--- config.mk ---
export PLATFORM = sky130hd
export DESIGN_NAME = lru_replacement_tracker
export DESIGN_NICKNAME = d
export VERILOG_FILES = /design/src/lrt_pkg.sv /design/src/lru_replacement_tracker.sv /design/src/lrt_ram.sv /design/src/lrt_ctrl.sv /design/src/lrt_datapath.sv
export SDC_FILE = /design/constraint.sdc
export NUM_CORES = 1
export LEC_CHECK = 0
export BUFFER_PORTS_ARGS = -buffer_cell sky130_fd_sc_hd__buf_2
export CAP_MARGIN = 10
export CORE_AREA = 2 2 248 250
export CTS_BUF_LIST = sky130_fd_sc_hd__clkbuf_4 sky130_fd_sc_hd__clkbuf_8
export CTS_CLUSTER_DIAMETER = 30
export DETAILED_ROUTE_END_ITERATION = 8
export DIE_AREA = 0 0 250 252
export PLACE_DENSITY = 0.81
export SLEW_MARGIN = 20
export SYNTH_ARGS = -nofsm -noshare
export SYNTH_HDL_FRONTEND = slang
export SYNTH_SLANG_ARGS = --single-unit
export TNS_END_PERCENT = 10
--- constraint.sdc ---
create_clock -name clk -period 7.66 [get_ports clk]
set_clock_uncertainty 0.15 [all_clocks]
set_input_delay 0.383 -clock clk [delete_from_list [all_inputs] [get_ports clk]]
set_output_delay 0.383 -clock clk [all_outputs]
set_load 0.005 [all_outputs]
--- src/lrt_pkg.sv ---
package lrt_pkg;

	// Default sizing
	localparam int ENTRIES_DEF  = 16;
	localparam int KEY_BITS_DEF = 32;

	// Fixed field widths
	localparam int CMD_W      = 2;
	localparam int ITEM_KEY_W = 32;
	localparam int STATUS_W   = 2;
	localparam int HIT_W      = 32;

	typedef enum logic [CMD_W-1:0] {
		CMD_ACCESS = 2'd0,
		CMD_ADD    = 2'd1,
		CMD_REMOVE = 2'd2,
		CMD_CLEAR  = 2'd3
	} cmd_t;

	typedef enum logic [STATUS_W-1:0] {
		ST_APPLIED = 2'd0,
		ST_NONE    = 2'd1,
		ST_FULL    = 2'd2
	} status_t;

	// Controller to datapath commands
	typedef struct packed {
		logic load;    // latch the incoming transaction
		logic clear;   // empty the table, zero the hit counter
		logic issue;   // read one slot and advance the sweep address
		logic update;  // sweep is the rank update pass (else the match scan)
		logic commit;  // apply bookkeeping and load the result register
	} ctl_t;

	// Datapath to controller status
	typedef struct packed {
		logic addr_last;  // sweep address is on the last slot
		logic out_free;   // result register can take a new result
	} sts_t;

endpackage

--- src/lru_replacement_tracker.sv ---
// LRU replacement tracker: holds up to ENTRIES distinct keys in recency order.
// Each input transaction carries an operation (access, add, remove, clear) and
// a key; each yields exactly one result with the status, the least recently
// used key as eviction victim, the occupancy and the hit count, all taken after
// the operation. Keys and ranks live in two small RAMs and are swept one slot a
// cycle: a match scan over all slots, then a rank update pass that also finds
// the victim. The result is registered after the update pass, or after the
// clearing step for a clear; the next item can be accepted the cycle after
// the result is registered. Registering a result waits while the result
// register holds one that the output has not yet taken.
// The block works on one item at a time. An add to a full table is refused with
// status 2. The result register lets the next item be taken while the previous
// result waits on the output. No clearing pass is needed after reset.
module lru_replacement_tracker #(
	parameter int ENTRIES  = lrt_pkg::ENTRIES_DEF,
	parameter int KEY_BITS = lrt_pkg::KEY_BITS_DEF
) (
	input  logic        clk,
	input  logic        arst_n,
	input  logic        s_tvalid,
	output logic        s_tready,
	// cmd[1:0], item_key[33:2], zero fill [39:34]
	input  logic [39:0] s_tdata,
	output logic        m_tvalid,
	input  logic        m_tready,
	// status[1:0], victim_valid[2], victim_key[34:3], item_count, hit_count, zero fill
	output logic [((67 + $clog2(ENTRIES+1) + 7) / 8) * 8 - 1:0] m_tdata
);

	import lrt_pkg::*;

	localparam int CNT_W    = $clog2(ENTRIES + 1);
	localparam int OUT_BITS = STATUS_W + 1 + ITEM_KEY_W + CNT_W + HIT_W;
	localparam int CNT_LO   = STATUS_W + 1 + ITEM_KEY_W;
	localparam int HIT_LO   = CNT_LO + CNT_W;

	ctl_t                  ctl;
	sts_t                  sts;
	cmd_t                  in_cmd;
	status_t               out_status;
	logic                  out_victim_valid;
	logic [ITEM_KEY_W-1:0] out_victim_key;
	logic [CNT_W-1:0]      out_count;
	logic [HIT_W-1:0]      out_hits;

	assign in_cmd = cmd_t'(s_tdata[CMD_W-1:0]);

	lrt_ctrl u_ctrl (
		.clk      (clk),
		.arst_n   (arst_n),
		.in_valid (s_tvalid),
		.in_cmd   (in_cmd),
		.in_ready (s_tready),
		.sts      (sts),
		.ctl      (ctl)
	);

	lrt_datapath #(
		.ENTRIES  (ENTRIES),
		.KEY_BITS (KEY_BITS)
	) u_datapath (
		.clk              (clk),
		.arst_n           (arst_n),
		.ctl              (ctl),
		.sts              (sts),
		.in_cmd           (in_cmd),
		.in_key           (s_tdata[CMD_W +: ITEM_KEY_W]),
		.out_valid        (m_tvalid),
		.out_ready        (m_tready),
		.out_status       (out_status),
		.out_victim_valid (out_victim_valid),
		.out_victim_key   (out_victim_key),
		.out_count        (out_count),
		.out_hits         (out_hits)
	);

	// Result packing
	always_comb begin
		m_tdata = '0;
		m_tdata[OUT_BITS-1:0] = {out_hits, out_count, out_victim_key,
			out_victim_valid, out_status};
	end

	// One item in flight: no second acceptance right after one
	a_one_item: assert property (@(posedge clk) disable iff (!arst_n)
		(s_tvalid && s_tready) |=> !s_tready)
		else $error("input accepted while an item is in flight");

	// Occupancy never exceeds the table size
	a_count_range: assert property (@(posedge clk) disable iff (!arst_n)
		m_tvalid |-> (m_tdata[HIT_LO-1:CNT_LO] <= CNT_W'(ENTRIES)))
		else $error("occupancy above table size");

	// Victim is flagged exactly when the table is not empty
	a_victim_flag: assert property (@(posedge clk) disable iff (!arst_n)
		m_tvalid |-> (m_tdata[STATUS_W] == (m_tdata[HIT_LO-1:CNT_LO] != '0)))
		else $error("victim flag disagrees with occupancy");

	// A full-table refusal only happens with the table full
	a_full_status: assert property (@(posedge clk) disable iff (!arst_n)
		(m_tvalid && (m_tdata[STATUS_W-1:0] == ST_FULL))
			|-> (m_tdata[HIT_LO-1:CNT_LO] == CNT_W'(ENTRIES)))
		else $error("add refused while table has room");

endmodule

--- src/lrt_ram.sv ---
module lrt_ram #(
	parameter int WIDTH = 32,
	parameter int DEPTH = 16
) (
	input  logic                     clk,
	input  logic                     wr_en,
	input  logic [$clog2(DEPTH)-1:0] wr_addr,
	input  logic [WIDTH-1:0]         wr_data,
	input  logic                     rd_en,
	input  logic [$clog2(DEPTH)-1:0] rd_addr,
	output logic [WIDTH-1:0]         rd_data
);

	logic [WIDTH-1:0] mem [DEPTH];

	// One write port, one registered read port
	always_ff @(posedge clk) begin
		if (wr_en) begin
			mem[wr_addr] <= wr_data;
		end
		if (rd_en) begin
			rd_data <= mem[rd_addr];
		end
	end

endmodule

--- src/lrt_ctrl.sv ---
module lrt_ctrl (
	input  logic          clk,
	input  logic          arst_n,
	input  logic          in_valid,
	input  lrt_pkg::cmd_t in_cmd,
	output logic          in_ready,
	input  lrt_pkg::sts_t sts,
	output lrt_pkg::ctl_t ctl
);

	import lrt_pkg::*;

	typedef enum logic [2:0] {
		S_IDLE,
		S_CLR,
		S_SCAN,
		S_SCAN_END,
		S_UPD,
		S_UPD_END,
		S_DONE
	} state_t;

	state_t state_q;

	// Next state
	always_ff @(posedge clk or negedge arst_n) begin
		if (!arst_n) begin
			state_q <= S_IDLE;
		end else begin
			case (state_q)
				S_IDLE: begin
					if (in_valid) begin
						state_q <= (in_cmd == CMD_CLEAR) ? S_CLR : S_SCAN;
					end
				end
				S_CLR:      state_q <= S_DONE;
				S_SCAN: begin
					if (sts.addr_last) begin
						state_q <= S_SCAN_END;
					end
				end
				S_SCAN_END: state_q <= S_UPD;
				S_UPD: begin
					if (sts.addr_last) begin
						state_q <= S_UPD_END;
					end
				end
				S_UPD_END:  state_q <= S_DONE;
				S_DONE: begin
					if (sts.out_free) begin
						state_q <= S_IDLE;
					end
				end
				default:    state_q <= S_IDLE;
			endcase
		end
	end

	// Command decode
	always_comb begin
		in_ready   = (state_q == S_IDLE);
		ctl        = '0;
		ctl.load   = (state_q == S_IDLE) && in_valid;
		ctl.clear  = (state_q == S_CLR);
		ctl.issue  = (state_q == S_SCAN) || (state_q == S_UPD);
		ctl.update = (state_q == S_UPD);
		ctl.commit = (state_q == S_DONE) && sts.out_free;
	end

endmodule

--- src/lrt_datapath.sv ---
module lrt_datapath #(
	parameter int ENTRIES  = lrt_pkg::ENTRIES_DEF,
	parameter int KEY_BITS = lrt_pkg::KEY_BITS_DEF
) (
	input  logic                                clk,
	input  logic                                arst_n,
	input  lrt_pkg::ctl_t                       ctl,
	output lrt_pkg::sts_t                       sts,
	input  lrt_pkg::cmd_t                       in_cmd,
	input  logic [lrt_pkg::ITEM_KEY_W-1:0]      in_key,
	output logic                                out_valid,
	input  logic                                out_ready,
	output lrt_pkg::status_t                    out_status,
	output logic                                out_victim_valid,
	output logic [lrt_pkg::ITEM_KEY_W-1:0]      out_victim_key,
	output logic [$clog2(ENTRIES+1)-1:0]        out_count,
	output logic [lrt_pkg::HIT_W-1:0]           out_hits
);

	import lrt_pkg::*;

	localparam int IDX_W = $clog2(ENTRIES);
	localparam int CNT_W = $clog2(ENTRIES + 1);

	// Transaction registers
	cmd_t                 cmd_q;
	logic [KEY_BITS-1:0]  key_q;
	logic [KEY_BITS-1:0]  key_ext;

	// Sweep address and read pipeline stage
	logic [IDX_W-1:0]     addr_q;
	logic                 proc_s1;
	logic                 upd_s1;
	logic [IDX_W-1:0]     idx_s1;

	// Scan results
	logic                 found_q;
	logic [IDX_W-1:0]     slot_q;
	logic [IDX_W-1:0]     rank_q;
	logic                 free_found_q;
	logic [IDX_W-1:0]     free_slot_q;

	// Victim search
	logic                 victim_found_q;
	logic [KEY_BITS-1:0]  victim_q;

	// Table bookkeeping
	logic [ENTRIES-1:0]   valid_q;
	logic [CNT_W-1:0]     occ_q;
	logic [HIT_W-1:0]     hits_q;

	// RAM ports
	logic [KEY_BITS-1:0]  key_rd;
	logic [IDX_W-1:0]     rank_rd;
	logic                 key_we;
	logic                 rank_we;
	logic [IDX_W-1:0]     rank_new;

	// Decision and per-slot terms
	logic                 acc_apply;
	logic                 add_full;
	logic                 add_apply;
	logic                 rem_apply;
	status_t              status_c;
	logic [CNT_W-1:0]     occ_new;
	logic [CNT_W-1:0]     occ_m1;
	logic [IDX_W-1:0]     target;
	logic [HIT_W-1:0]     hits_new;
	logic                 ent_v;
	logic                 is_slot;
	logic                 is_new;
	logic                 live;
	logic [KEY_BITS-1:0]  cand_key;
	logic [ITEM_KEY_W-1:0] victim32;

	lrt_ram #(
		.WIDTH (KEY_BITS),
		.DEPTH (ENTRIES)
	) u_key_ram (
		.clk     (clk),
		.wr_en   (key_we),
		.wr_addr (idx_s1),
		.wr_data (key_q),
		.rd_en   (ctl.issue),
		.rd_addr (addr_q),
		.rd_data (key_rd)
	);

	lrt_ram #(
		.WIDTH (IDX_W),
		.DEPTH (ENTRIES)
	) u_rank_ram (
		.clk     (clk),
		.wr_en   (rank_we),
		.wr_addr (idx_s1),
		.wr_data (rank_new),
		.rd_en   (ctl.issue),
		.rd_addr (addr_q),
		.rd_data (rank_rd)
	);

	// Incoming key on KEY_BITS bits, upper bits zero beyond the field
	always_comb begin
		for (int b = 0; b < KEY_BITS; b++) begin
			key_ext[b] = (b < ITEM_KEY_W) ? in_key[b] : 1'b0;
		end
	end

	// Victim key trimmed to the result field
	always_comb begin
		for (int b = 0; b < ITEM_KEY_W; b++) begin
			victim32[b] = (b < KEY_BITS) ? victim_q[b] : 1'b0;
		end
	end

	// Operation outcome from the scan results
	always_comb begin
		acc_apply = (cmd_q == CMD_ACCESS) && found_q;
		add_full  = (cmd_q == CMD_ADD) && !found_q
			&& ((occ_q >= CNT_W'(ENTRIES)) || !free_found_q);
		add_apply = (cmd_q == CMD_ADD) && !found_q && !add_full;
		rem_apply = (cmd_q == CMD_REMOVE) && found_q;

		if (cmd_q == CMD_CLEAR || acc_apply || add_apply || rem_apply) begin
			status_c = ST_APPLIED;
		end else if (add_full) begin
			status_c = ST_FULL;
		end else begin
			status_c = ST_NONE;
		end

		if (add_apply) begin
			occ_new = occ_q + CNT_W'(1);
		end else if (rem_apply) begin
			occ_new = occ_q - CNT_W'(1);
		end else begin
			occ_new = occ_q;
		end
		occ_m1   = occ_new - CNT_W'(1);
		target   = occ_m1[IDX_W-1:0];
		hits_new = hits_q + {{(HIT_W-1){1'b0}}, acc_apply};
	end

	// New rank of the slot coming out of the RAMs
	always_comb begin
		ent_v    = valid_q[idx_s1];
		is_slot  = found_q && (idx_s1 == slot_q);
		is_new   = add_apply && (idx_s1 == free_slot_q);
		live     = (ent_v && !(rem_apply && is_slot)) || is_new;
		cand_key = is_new ? key_q : key_rd;

		if (is_new) begin
			rank_new = '0;
		end else if (acc_apply) begin
			if (is_slot) begin
				rank_new = '0;
			end else if (rank_rd < rank_q) begin
				rank_new = rank_rd + IDX_W'(1);
			end else begin
				rank_new = rank_rd;
			end
		end else if (add_apply) begin
			rank_new = rank_rd + IDX_W'(1);
		end else if (rem_apply && (rank_rd > rank_q)) begin
			rank_new = rank_rd - IDX_W'(1);
		end else begin
			rank_new = rank_rd;
		end

		rank_we = proc_s1 && upd_s1 && (ent_v || is_new);
		key_we  = proc_s1 && upd_s1 && is_new;
	end

	assign sts.addr_last = (addr_q == IDX_W'(ENTRIES - 1));
	assign sts.out_free  = !out_valid || out_ready;

	// Transaction latch
	always_ff @(posedge clk) begin
		if (ctl.load) begin
			cmd_q <= in_cmd;
			key_q <= key_ext;
		end
	end

	// Sweep address and read stage
	always_ff @(posedge clk or negedge arst_n) begin
		if (!arst_n) begin
			addr_q  <= '0;
			proc_s1 <= 1'b0;
			upd_s1  <= 1'b0;
		end else begin
			proc_s1 <= ctl.issue;
			upd_s1  <= ctl.update;
			if (ctl.load) begin
				addr_q <= '0;
			end else if (ctl.issue) begin
				addr_q <= sts.addr_last ? '0 : addr_q + IDX_W'(1);
			end
		end
	end

	always_ff @(posedge clk) begin
		idx_s1 <= addr_q;
	end

	// Scan: key match and lowest free slot; update: victim search
	always_ff @(posedge clk or negedge arst_n) begin
		if (!arst_n) begin
			found_q        <= 1'b0;
			free_found_q   <= 1'b0;
			victim_found_q <= 1'b0;
		end else if (ctl.load) begin
			found_q        <= 1'b0;
			free_found_q   <= 1'b0;
			victim_found_q <= 1'b0;
		end else if (proc_s1 && !upd_s1) begin
			if (ent_v && (key_rd == key_q)) begin
				found_q <= 1'b1;
			end
			if (!ent_v && !free_found_q) begin
				free_found_q <= 1'b1;
			end
		end else if (proc_s1 && upd_s1) begin
			if (live && (rank_new == target)) begin
				victim_found_q <= 1'b1;
			end
		end
	end

	always_ff @(posedge clk) begin
		if (proc_s1 && !upd_s1) begin
			if (ent_v && (key_rd == key_q)) begin
				slot_q <= idx_s1;
				rank_q <= rank_rd;
			end
			if (!ent_v && !free_found_q) begin
				free_slot_q <= idx_s1;
			end
		end
		if (proc_s1 && upd_s1 && live && (rank_new == target)) begin
			victim_q <= cand_key;
		end
	end

	// Table bookkeeping
	always_ff @(posedge clk or negedge arst_n) begin
		if (!arst_n) begin
			valid_q <= '0;
			occ_q   <= '0;
			hits_q  <= '0;
		end else if (ctl.clear) begin
			valid_q <= '0;
			occ_q   <= '0;
			hits_q  <= '0;
		end else if (ctl.commit) begin
			occ_q  <= occ_new;
			hits_q <= hits_new;
			if (add_apply) begin
				valid_q[free_slot_q] <= 1'b1;
			end
			if (rem_apply) begin
				valid_q[slot_q] <= 1'b0;
			end
		end
	end

	// Result register
	always_ff @(posedge clk or negedge arst_n) begin
		if (!arst_n) begin
			out_valid <= 1'b0;
		end else if (ctl.commit) begin
			out_valid <= 1'b1;
		end else if (out_ready) begin
			out_valid <= 1'b0;
		end
	end

	always_ff @(posedge clk) begin
		if (ctl.commit) begin
			out_status       <= status_c;
			out_victim_valid <= (occ_new != '0);
			out_victim_key   <= ((occ_new != '0) && victim_found_q) ? victim32 : '0;
			out_count        <= occ_new;
			out_hits         <= hits_new;
		end
	end

endmodule
==> reports/metrics.cfg <==
[outcome]
status = completed

[detailed_routing]
met3WireLength_um = 6950
met2_length_um = 36600
viasPerCell = 6.13
routed_wire_length_per_instance_um = 25.6
antenna_violating_nets_post_route = 0
drc = 0
via_count = 17700
totalWireLength_um = 74100
number_of_detailed_routing_iterations_run_before_antenna_repair = 8
detailed_routing_wirelength_on_met1_um = 28400
max_used_layer = met4
drt_iter0_drc = 2120

[global_route]
first_pass_grt_wire_length_um = 111000
first_global_vias = 18000
globalRouteTotalUtil_pct = 24.0
grt_antenna_before_repair = 0
maximum_number_of_pins_on_one_net_before_global_route_repair = 85
globalRoute.totalOverflow = 0

[placed_design]
buffer_ports.inserted = 111
placement_cell_area_um2 = 34500
hpwl_um = 39700
post-place-ws_ps = 2620
gp_congestion = 0.859

[setup_path]
critical_path_cell_count = 9
cp_cell_sequence = xor2_1 -> nor2_1 -> and3_4 -> or4_4 -> a32oi_4 -> xnor2_1 -> or3_1 -> a21oi_4 -> buf_4
worstPathRequired_ps = 7940
slowest_stage = dfxtp_1
critical_path.startpoint_type = flip-flop
critPathMaxFanout = 36
ff2ff_path_depth = 9
critical_path.max_stage_delay_ps = 840
critPathTopFamily = simple AND/OR/NAND/NOR gates
critical_path_arrival_ps = 5350
cp.buffers_inverters = 1
critical_path.endpoint_type = flip-flop
worstSetupPathType = reg2reg

[clock_network]
tritoncts_clock_tree = done
cts-buffers-inserted = 147
cts-htree-levels = 4
worstSkewPairLatency_ps = 800
clk_pin_slew_ps = 60
post-cts-setup-buffer-count = 0
cts.path.max_buffers = 3
ctsRootBufferMaster = clkbuf_8
numClockSinks = 832

[final_layout]
final_net_count = 2049
fillers = 3906
drive_above_1_share_pct = 29.2
area_growth_syn_to_layout_pct = 16.0
fin_area_um2 = 38100

[power_and_ir_drop]
power_density_nw_per_um2 = 349
power.switching_fraction_pct = 28.4
pwr-share-comb_pct = 21.0
pwr-share-clk_pct = 33.5
net-switching-power_w = 0.00378
internal_power_w = 0.00953
leakagePower_nw = 13.1
ir_worst_vdd_mv = 0.268
pwr-share-seq_pct = 45.5

[synthesis]
total_number_of_yosys_warnings = 0
synth.top_cells.by_count = edfxtp_1, mux4_2, nand2_1, clkbuf_1, dfrtp_1
synthDominantAreaCellType = edfxtp_1
synth.distinct_cells = 63
synth_area_per_cell_um2 = 18.8
synthDominantCellAreaShare_pct = 69.6
cell_area_synth_um2 = 32900
post_synth_top_flop = edfxtp_1
synth_fp_nets = 1808
synthCells = 1752
ys_async_sr_fraction_pct = 7.93
synth_edf_count = 762
ys_ff_latch = 832
synth.area.top_cells = edfxtp_1, mux4_2, dfrtp_1, nand2_1, xor2_1
most_instantiated_library_cell_after_synthesis = edfxtp_1
synth_sequential_area_ratio_pct = 74.9

[floorplan]
core_area_um2 = 60100
start_util_pct = 54.7
fp.dieArea_um2 = 63000
io_pins = 118
rows = 90
floorplan.die.width_um = 250
die_height_um = 252

[timing]
worst_pin_slew_ps = 1140
min_period_ps = 5070
report.final.hold_viol_count = 0
layout_setup_ws_ps = 2590
max_freq_ghz = 0.197
finalSetupViolCount = 0
fin_crit_sh_pct = 66.1
tns_ps = 0
max_slew_margin_pct = 23.5
rsz_0062_raised_after_global_routing = no
final_slew_viol_count = 0

[hold_path]
hold_class = in2reg
min_delay_path_depth = 2

[run]
number_of_maximum_capacitance_constraint_violations = 0

-- through the flow --
step | utilization (%) | hold WS [ps] | power [W] | std cells
after CTS | 63.3 | 78.6 | 0.0134 | 2891
after detailed placement | 57.3 | 347 | 0.00891 | 2587
final | 63.4 | 143 | 0.0133 | 2893
after global routing | 63.4 | 108 | 0.0138 | 2892
after global placement | 57.3 | 337 | 0.00879 | 2587
after floorplan | - | -62.6 | 0.00799 | 1752
-- cell type report --
cell class / count / area [um2] / share of cell area [%]
repair buffers: 180 / 1200 / 3.15
diodes: 1 / 2.50 / 0.00656
clock inverters: 68 / 792 / 2.08
multi-input cells: 817 / 8010 / 21.0
well taps: 782 / 978 / 2.57
flip-flops and latches: 832 / 24600 / 64.6
clock buffers: 198 / 2460 / 6.46
inverters: 15 / 58.8 / 0.154
-- sequential cells by signal, indices dropped and copies added, names as in the netlist, 5 cells and up --
signal	flops
u_datapath.occ_q	5
u_datapath.u_rank_ram.mem	64
u_datapath.out_victim_key	32
u_datapath.u_key_ram.rd_data	32
u_datapath.valid_q	16
u_datapath.key_q	32
u_datapath.hits_q	32
u_datapath.out_hits	32
u_datapath.out_count	5
u_datapath.u_key_ram.mem	512
u_datapath.victim32	32
-- worst reg2reg max path: stages (launching register included) --
cell,delay [ps]
dfxtp_1,840
xor2_1,210
nor2_1,110
and3_4,390
or4_4,610
a32oi_4,630
xnor2_1,180
or3_1,440
a21oi_4,680
buf_4,460
-- timing repair --
action / in CTS / in global routing
gates resized for setup: 0 / 0
endpoints found under the hold margin: 114 / 0
hold buffers: 38 / 0
-- power by group through the flow --
| stage | clock network [W] | registers, W | logic [W] |
|---|---|---|---|
| finish | 0.00446 | 0.00606 | 0.00279 |
| global route | 0.00474 | 0.00611 | 0.00300 |
| CTS | 0.00452 | 0.00605 | 0.00281 |
| detailed placement | 0 | 0.00614 | 0.00277 |
| global placement | 0 | 0.00611 | 0.00268 |
| floorplan | 0 | 0.00591 | 0.00208 |
-- metal layers --
| metal | global-route usage [%] | vias to the layer above |
|---|---|---|
| li1 | - | 7494 |
| met1 | 32.0 | 8983 |
| met2 | 39.1 | 1087 |
| met3 | 5.10 | 176 |
| met4 | 9.94 | 0 |
| met5 | 0 | - |
-- final timing paths --
| check | slack, ps | startpoint | end |
|---|---|---|---|
| worst max register to register | 2590 | u_datapath.idx_s1[2]$_DFF_P_ | u_datapath.victim32[6]$_DFFE_PP_ |
| min in group asynchronous | 200 | arst_n | u_datapath.occ_q[0]$_DFFE_PN0P_ |
| max in group asynchronous | 6470 | arst_n | u_datapath.addr_q[0]$_DFFE_PN0P_ |
| worst min-delay path | 140 | s_tdata[26] | u_datapath.key_q[24]$_DFFE_PP_ |
| worst min register to register | 360 | u_datapath.victim32[3]$_DFFE_PP_ | u_datapath.out_victim_key[3]$_SDFFCE_PN0P_ |
| worst max-delay path | 2590 | u_datapath.idx_s1[2]$_DFF_P_ | u_datapath.victim32[6]$_DFFE_PP_ |
-- cell usage in the layout (no fill, tap or decap), types with 19 or more instances in the layout --
cell type      count
dfrtp_1           62
dlygate4sd3_1     38
mux4_2           184
clkbuf_4          42
o21ai_0           26
a211oi_1          19
buf_2            111
xnor2_1           27
nor2_1            51
clkinv_1          19
nand3_1           45
clkbuf_8         156
and2_1            34
buf_4             29
xor2_1            53
edfxtp_1         762
nand2_1          173
a21oi_1           27
-- cell families (layout without fill, tap and decap cells) --
| family | count (synthesis) | count (layout) | synth area share [%] |
|---|---|---|---|
| AO/OA/AOI/OAI | 123 | 123 | 2.50 |
| XOR/XNOR | 80 | 80 | 2.13 |
| adder cells (fa/ha/maj) | 12 | 12 | 0.457 |
| buffers and inverters | 103 | 461 | 1.26 |
| flip-flops | 832 | 832 | 74.9 |
| multiplexers | 189 | 189 | 12.8 |
| other | 0 | 1 | 0 |
| AND/OR/NAND/NOR | 413 | 413 | 5.98 |
Power figures use the tool's default switching activity.
